$ cat config.mk
export PLATFORM = sky130hd
export DESIGN_NAME = tefd_cell
export DESIGN_NICKNAME = d
export VERILOG_FILES = /design/src/hdl/tree_edit_forest_distance_table_defines.svh /design/src/hdl/tefd_pkg.sv /design/src/hdl/tefd_cell.sv
export SDC_FILE = /design/constraint.sdc
export NUM_CORES = 1
export LEC_CHECK = 0
export BUFFER_PORTS_ARGS = -buffer_cell sky130_fd_sc_hd__buf_2
export CAP_MARGIN = 30
export CORE_MARGIN = 2
export CORE_UTILIZATION = 25
export DETAILED_ROUTE_END_ITERATION = 10
export PLACE_DENSITY = 0.52
export SYNTH_ARGS = -nofsm -noshare
export SYNTH_HDL_FRONTEND = slang
export SYNTH_SLANG_ARGS = --single-unit
$ cat constraint.sdc
create_clock -name vclk -period 9.95
set_input_delay 1.4925 -clock vclk [all_inputs]
set_output_delay 1.4925 -clock vclk [all_outputs]
set_load 0.01 [all_outputs]
$ cat src/hdl/tree_edit_forest_distance_table_defines.svh
// Assertion macros shared by the tree edit distance RTL.
`ifndef TREE_EDIT_FOREST_DISTANCE_TABLE_DEFINES_SVH
`define TREE_EDIT_FOREST_DISTANCE_TABLE_DEFINES_SVH
`ifndef SYNTHESIS
`define TEFD_ASSERT(label, prop) \
  label: assert property (@(posedge clk) disable iff (rst) (prop)) \
    else $error("tefd assertion failed");
`define TEFD_ASSERT_RST(label, prop) \
  label: assert property (@(posedge clk) (prop)) \
    else $error("tefd reset assertion failed");
`else
`define TEFD_ASSERT(label, prop)
`define TEFD_ASSERT_RST(label, prop)
`endif
`endif

$ cat src/hdl/tefd_pkg.sv
// Constants and saturating arithmetic for the tree edit distance engine.
`default_nettype none
package tefd_pkg;
  localparam int NODE_W = 7;
  localparam int IDX_W  = NODE_W + 1;
  localparam int DIST_W = 16;
  localparam int COST_W = 8;
  localparam logic [DIST_W-1:0] DIST_MAX = {DIST_W{1'b1}};

  localparam logic [2:0] MODE_X_END  = 3'd0;
  localparam logic [2:0] MODE_Y_END  = 3'd1;
  localparam logic [2:0] MODE_X_KEY  = 3'd2;
  localparam logic [2:0] MODE_Y_KEY  = 3'd3;
  localparam logic [2:0] MODE_COST   = 3'd4;
  localparam logic [2:0] MODE_PAIR   = 3'd5;
  localparam logic [2:0] MODE_READ   = 3'd6;

  typedef logic [DIST_W-1:0] dist_t;

  // Returns {overflow, clipped sum}.
  function automatic logic [DIST_W:0] sat_add(input dist_t a, input dist_t b);
    logic [DIST_W:0] s;
    s = {1'b0, a} + {1'b0, b};
    if (s[DIST_W]) begin
      return {1'b1, DIST_MAX};
    end
    return s;
  endfunction
endpackage
`default_nettype wire

$ cat src/hdl/tefd_cell.sv
// Shared cell unit: three saturating sums and their minimum.
`default_nettype none
module tefd_cell import tefd_pkg::*; (
  input  wire dist_t sub_a,
  input  wire dist_t sub_b,
  input  wire dist_t del_in,
  input  wire dist_t ins_in,
  output dist_t      value,
  output logic       ovf
);
  logic [DIST_W:0] s_sub, s_del, s_ins;
  dist_t m;
  always_comb begin
    s_sub = sat_add(sub_a, sub_b);
    s_del = sat_add(dist_t'(1), del_in);
    s_ins = sat_add(dist_t'(1), ins_in);
    m = (s_sub[DIST_W-1:0] < s_del[DIST_W-1:0]) ? s_sub[DIST_W-1:0] : s_del[DIST_W-1:0];
    value = (m < s_ins[DIST_W-1:0]) ? m : s_ins[DIST_W-1:0];
    ovf = s_sub[DIST_W] | s_del[DIST_W] | s_ins[DIST_W];
  end
endmodule
`default_nettype wire

# After elaboration in Yosys (flattened, before gate mapping)
# Index checks and enable logic that the tools add are counted.
[totals]
output_inout_bits = 17
wordCells = 18
register_bits = 0
in_bits = 64
[op_classes]
n_mux = 11
bitwise = 2
n_addsub = 3
magnitude_cmp = 2
[ops]
columns = ["operator", "count"]
rows = [
  ["two-way mux 17 bit", 6],
  ["adder 1 x 16 -> 17 bit, first input constant", 2],
  ["less-than comparator 16 bit", 2],
  ["two-way mux 16 bit", 2],
  ["adder 16 x 16 -> 17 bit", 1],
  ["two-way mux 1 bit", 3],
  ["bitwise OR 1 bit", 2],
]

# Depth between registers and ports, before layout
[depth]
ltp_word = 7
mapped_depth = 28
ltp_nobuf = 26

# Least setup slack after synthesis
# No wires, ideal clock.
[synth_timing]
path_kind = "input port to output port"
startpoint = "in sub_a[0]"
endpoint = "out value[10]"
setup_slack_ps = 1683
arrival_time_ps = 6775
path_stages = 26
required_ps = 8457
path_cell_list = "ha_1 fa_1 a211oi_2 o21ai_2 a21oi_2 o32a_2 clkbuf_1 nand2_1 ha_1 o211ai_1 a21o_1 a311o_1 and2_1 a41o_2 buf_4 mux2i_1 ha_1 a21o_1 a21o_1 a21o_1 a21o_1 a21oi_1 o21ai_1 clkbuf_1 o21ai_0 o31a_1"
[synth_via]
elab_chain_cells = 7
[synth_rtl]
columns = ["item", "line", "text"]
rows = [
  ["start: declaration", "tefd_cell.sv:4", "input wire dist_t sub_a,"],
  ["adder 16 x 16 -> 17 bit *", "tefd_pkg.sv:23", "s = {1'b0, a} + {1'b0, b};"],
  ["two-way mux 1 bit", "tefd_pkg.sv:24", "if (s[DIST_W]) begin"],
  ["two-way mux 17 bit *", "tefd_pkg.sv:27", "return s;"],
  ["less-than comparator 16 bit", "tefd_cell.sv:17", "m = (s_sub[DIST_W-1:0] < s_del[DIST_W-1:0]) ? s_sub[DIST_W-1:0] : s_del[DIST_W-1:0];"],
  ["two-way mux 16 bit *", "tefd_cell.sv:17", ""],
  ["less-than comparator 16 bit", "tefd_cell.sv:18", "value = (m < s_ins[DIST_W-1:0]) ? m : s_ins[DIST_W-1:0];"],
  ["two-way mux 16 bit *", "tefd_cell.sv:18", ""],
  ["end: declaration", "tefd_cell.sv:8", "output dist_t value,"],
]
# Mark *: on every way between the ends. The rest lies on a longest branch, timed or not.

# Worst setup path after layout
[layout_timing]
startpoint = "in sub_a[0]"
endpoint = "out value[15]"
# Same word-level chain as after synthesis.

==> run_summary.xml <==
<?xml version="1.0" encoding="UTF-8"?>
<metrics>
  <group name="detailed_routing">
    <metric name="wl" unit="um">8035</metric>
    <metric name="detailedRoute.firstPassIterationCount" unit="">5</metric>
    <metric name="final_antenna_net_count" unit="">0</metric>
    <metric name="drt_iter0_markers" unit="">126</metric>
    <metric name="detail_route.drc_violations" unit="">0</metric>
    <metric name="drt-vias-per-instance" unit="">5.133</metric>
    <metric name="vias" unit="">3044</metric>
    <metric name="wire_per_inst" unit="um">13.55</metric>
  </group>
  <group name="power">
    <metric name="vdd_drop_max" unit="mV">0.03473</metric>
    <metric name="power_density" unit="nW/um2">111.1</metric>
    <metric name="p_leak" unit="uW">0.001494</metric>
  </group>
  <group name="yosys">
    <metric name="mappedNetlistArea" unit="um2">2699</metric>
    <metric name="synth.lib_cells_used.distinct" unit="">58</metric>
    <metric name="yosys_warnings" unit="">0</metric>
    <metric name="synth_fp_nets" unit="">498</metric>
    <metric name="synthesis.instances" unit="">385</metric>
    <metric name="synth-seq-area-share" unit="%">0</metric>
    <metric name="average_cell_area_after_synthesis" unit="um2">7.010</metric>
  </group>
  <group name="setup_path">
    <metric name="crit_slowest_cell" unit="">a2111oi_0</metric>
    <metric name="crit_path_max_incr_delay" unit="ns">0.58</metric>
    <metric name="crit_arrival" unit="ns">7.49</metric>
    <metric name="path_common_cell" unit="">ha_1</metric>
    <metric name="crit_type" unit="">in2out</metric>
    <metric name="critical_path.endpoint_type" unit="">primary output</metric>
    <metric name="critPathMaxFanout" unit="">25</metric>
    <metric name="start_kind" unit="">primary input</metric>
    <metric name="critPathRequiredTime" unit="ns">8.46</metric>
    <metric name="worstPathCellList" unit="">buf_2 -&gt; ha_1 -&gt; fa_1 -&gt; a211oi_2 -&gt; o21ai_2 -&gt; a21oi_2 -&gt; o32a_2 -&gt; nand2_1 -&gt; ha_1 -&gt; a2111oi_0 -&gt; nand2_1 -&gt; nor2_1 -&gt; a41o_2 -&gt; nor2_1 -&gt; a31oi_1 -&gt; ha_1 -&gt; a211o_1 -&gt; or2_2 -&gt; a21oi_1 -&gt; a2111oi_4 -&gt; buf_8 -&gt; nor2_4 -&gt; mux2_4 -&gt; buf_2</metric>
  </group>
  <group name="floorplan">
    <metric name="initial_cell_density_of_the_core" unit="%">25.91</metric>
    <metric name="fp.dieArea" unit="um2">11640</metric>
    <metric name="chipWidth" unit="um">107.9</metric>
    <metric name="core_area" unit="um2">10420</metric>
    <metric name="boundary_pin_count" unit="">81</metric>
    <metric name="chipHeight" unit="um">107.9</metric>
    <metric name="std_cell_rows" unit="">37</metric>
  </group>
  <group name="timing">
    <metric name="period_needed" unit="ns">8.983</metric>
    <metric name="finalSetupViolations" unit="">0</metric>
    <metric name="min_period_over_period" unit="%">90.28</metric>
    <metric name="worst_slew_pin_slew" unit="ns">0.9411</metric>
    <metric name="finalSetupTns" unit="ns">0</metric>
    <metric name="grt_setup_unrepaired" unit="">no</metric>
    <metric name="hold_viol_final" unit="">0</metric>
    <metric name="maxSlewViolCount" unit="">0</metric>
    <metric name="max_freq" unit="GHz">0.1113</metric>
    <metric name="whs" unit="ns">3.487</metric>
    <metric name="timing.slew.headroom" unit="%">36.78</metric>
  </group>
  <group name="job">
    <metric name="drv.max_cap_violation_count" unit="">0</metric>
  </group>
  <group name="cells_and_area">
    <metric name="insertedDiodeCount" unit="">0</metric>
    <metric name="clockBufferCount" unit="">0</metric>
    <metric name="filler_cell_count" unit="">1171</metric>
    <metric name="final_layout_size_suffix_gt1_share" unit="%">22.54</metric>
    <metric name="final_net_count" unit="">572</metric>
    <metric name="final-seq-area" unit="um2">0</metric>
    <metric name="seq_cells" unit="">0</metric>
    <metric name="area_growth_syn_to_layout" unit="%">20.03</metric>
  </group>
  <group name="global_route">
    <metric name="gr-total-overflow" unit="">0</metric>
    <metric name="first_pass_grt_wire_length" unit="um">12700</metric>
    <metric name="number_of_antenna_violations_at_the_first_check_in_global_routing" unit="">0</metric>
    <metric name="grt_max_degree" unit="">26</metric>
    <metric name="number_of_global_route_vias_before_repair" unit="">2767</metric>
    <metric name="track_usage" unit="%">13.02</metric>
  </group>
  <group name="worst_hold_path">
    <metric name="whs_endpoint" unit="">value[0]</metric>
    <metric name="min_delay_path_depth" unit="">4</metric>
    <metric name="timing.hold.worst.start" unit="">ins_in[0]</metric>
    <metric name="hp-class" unit="">in2out</metric>
  </group>
  <group name="cts">
    <metric name="hold_buffers" unit="">0</metric>
    <metric name="post-cts-setup-buffer-count" unit="">0</metric>
    <metric name="ctsResizeCount" unit="">0</metric>
  </group>
  <group name="status">
    <metric name="outcome" unit="">finished clean</metric>
  </group>
  <group name="placed_design">
    <metric name="numPortBuffers" unit="">81</metric>
    <metric name="gpl.final_weighted_congestion" unit="">0.7989</metric>
    <metric name="detailed_place_hpwl" unit="um">7023</metric>
  </group>
</metrics>
final cells by class:
cell class	instances	area (um2)	area share, %
Tap cell	136	170.2	5.253
Inverter	21	78.83	2.433
Multi-Input combinational cell	352	2557	78.95
Timing Repair Buffer	84	432.9	13.36
report_power, final:
group          switching (uW)  internal [uW]
sequential                  0              0
combinational             204            156
clock                       0              0
worst max-delay path by stage:
| stage | start | end | slack [ns] | cells past startpoint |
|---|---|---|---|---|
| 2_1_floorplan | sub_a[0] | value[10] | 1.68 | 26 |
| 3_3_place_gp | sub_a[0] | value[15] | 0.91 | 23 |
| 3_5_place_dp | sub_a[0] | value[15] | 0.92 | 24 |
| 4_1_cts | sub_a[0] | value[15] | 0.93 | 24 |
| 5_1_grt | sub_a[0] | value[15] | 0.46 | 26 |
| 6_report | sub_a[0] | value[15] | 0.97 | 24 |
synthesized netlist by cell type (9+ instances only):
library cell   n  area share [%]
ha_1          48              22
nor2_1        39             5.4
nand2_1       32             4.5
o21ai_0       26             4.8
inv_1         21             2.9
xnor2_1       21             6.8
nand3_1       20             3.7
a21oi_1       18             3.3
nand4_1       12             2.8
o31a_1        12             3.9
nor3_1        11             2.0
a21o_1         9             2.5
a31oi_1        9             2.1
mux2i_1        9             3.3
xor2_1         9             2.9
critical path, delay by kind of cell:
kind                       cells  cell delay [ns]
AOI/OAI and AO/OA             10             3.14
adders and majority gates      4             1.27
and+or+nand+nor                6             0.82
buffers and inverters          3             0.44
muxes                          1             0.32
cells in the final DEF, fill, tap and decap left out, drive strengths merged, types with 3 or more instances in the layout:
cell type / Yosys / routed
buf: 4 / 84
a21o: 9 / 9
a2111oi: 3 / 3
a21oi: 19 / 19
a211o: 3 / 3
ha: 48 / 48
mux2i: 9 / 9
nand3: 20 / 20
xor2: 9 / 9
a211oi: 5 / 5
nor2: 40 / 40
nor3: 11 / 11
and3: 8 / 8
o31a: 12 / 12
o21ai: 33 / 33
xnor2: 21 / 21
o21a: 6 / 6
nand4: 12 / 12
nand2b: 5 / 5
inv: 21 / 21
a31oi: 9 / 9
o211ai: 4 / 4
nand2: 32 / 32
or2: 6 / 6
mux2: 3 / 3
cell families (layout without fill, tap and decap cells):
kind of cell    count (synthesis)  after routing  share of synthesized area [%]
buf+inv                        33            105                          5.239
mux                            12             12                          4.729
simple gates                  145            145                          26.56
fa+ha+maj                      49             49                          23.00
compound gates                116            116                          30.74
xor+xnor                       30             30                          9.736
metrics by stage:
stage	total power [uW]	util, %	std cells	cell area [um2]	setup slack [ns]
after floorplan	255.4	-	385	2699	1.683
after global placement	357.4	30.91	591	3219	0.9072
after detailed placement	360.2	31.10	593	3239	0.9247
after CTS	362.1	31.10	593	3239	0.9313
after global routing	402.9	31.10	593	3239	0.4588
final	359.7	31.10	593	3239	0.9668
metal layers:
metal | global-route usage, % | up-vias | share of wire, %
li1 | - | 1590 | -
met1 | 17.29 | 1386 | 46
met2 | 24.08 | 64 | 49
met3 | 0.6659 | 4 | 4.5
met4 | 1.007 | 0 | 0.78
met5 | 0 | - | 0
No activity file was read; power rests on OpenSTA's default activity.
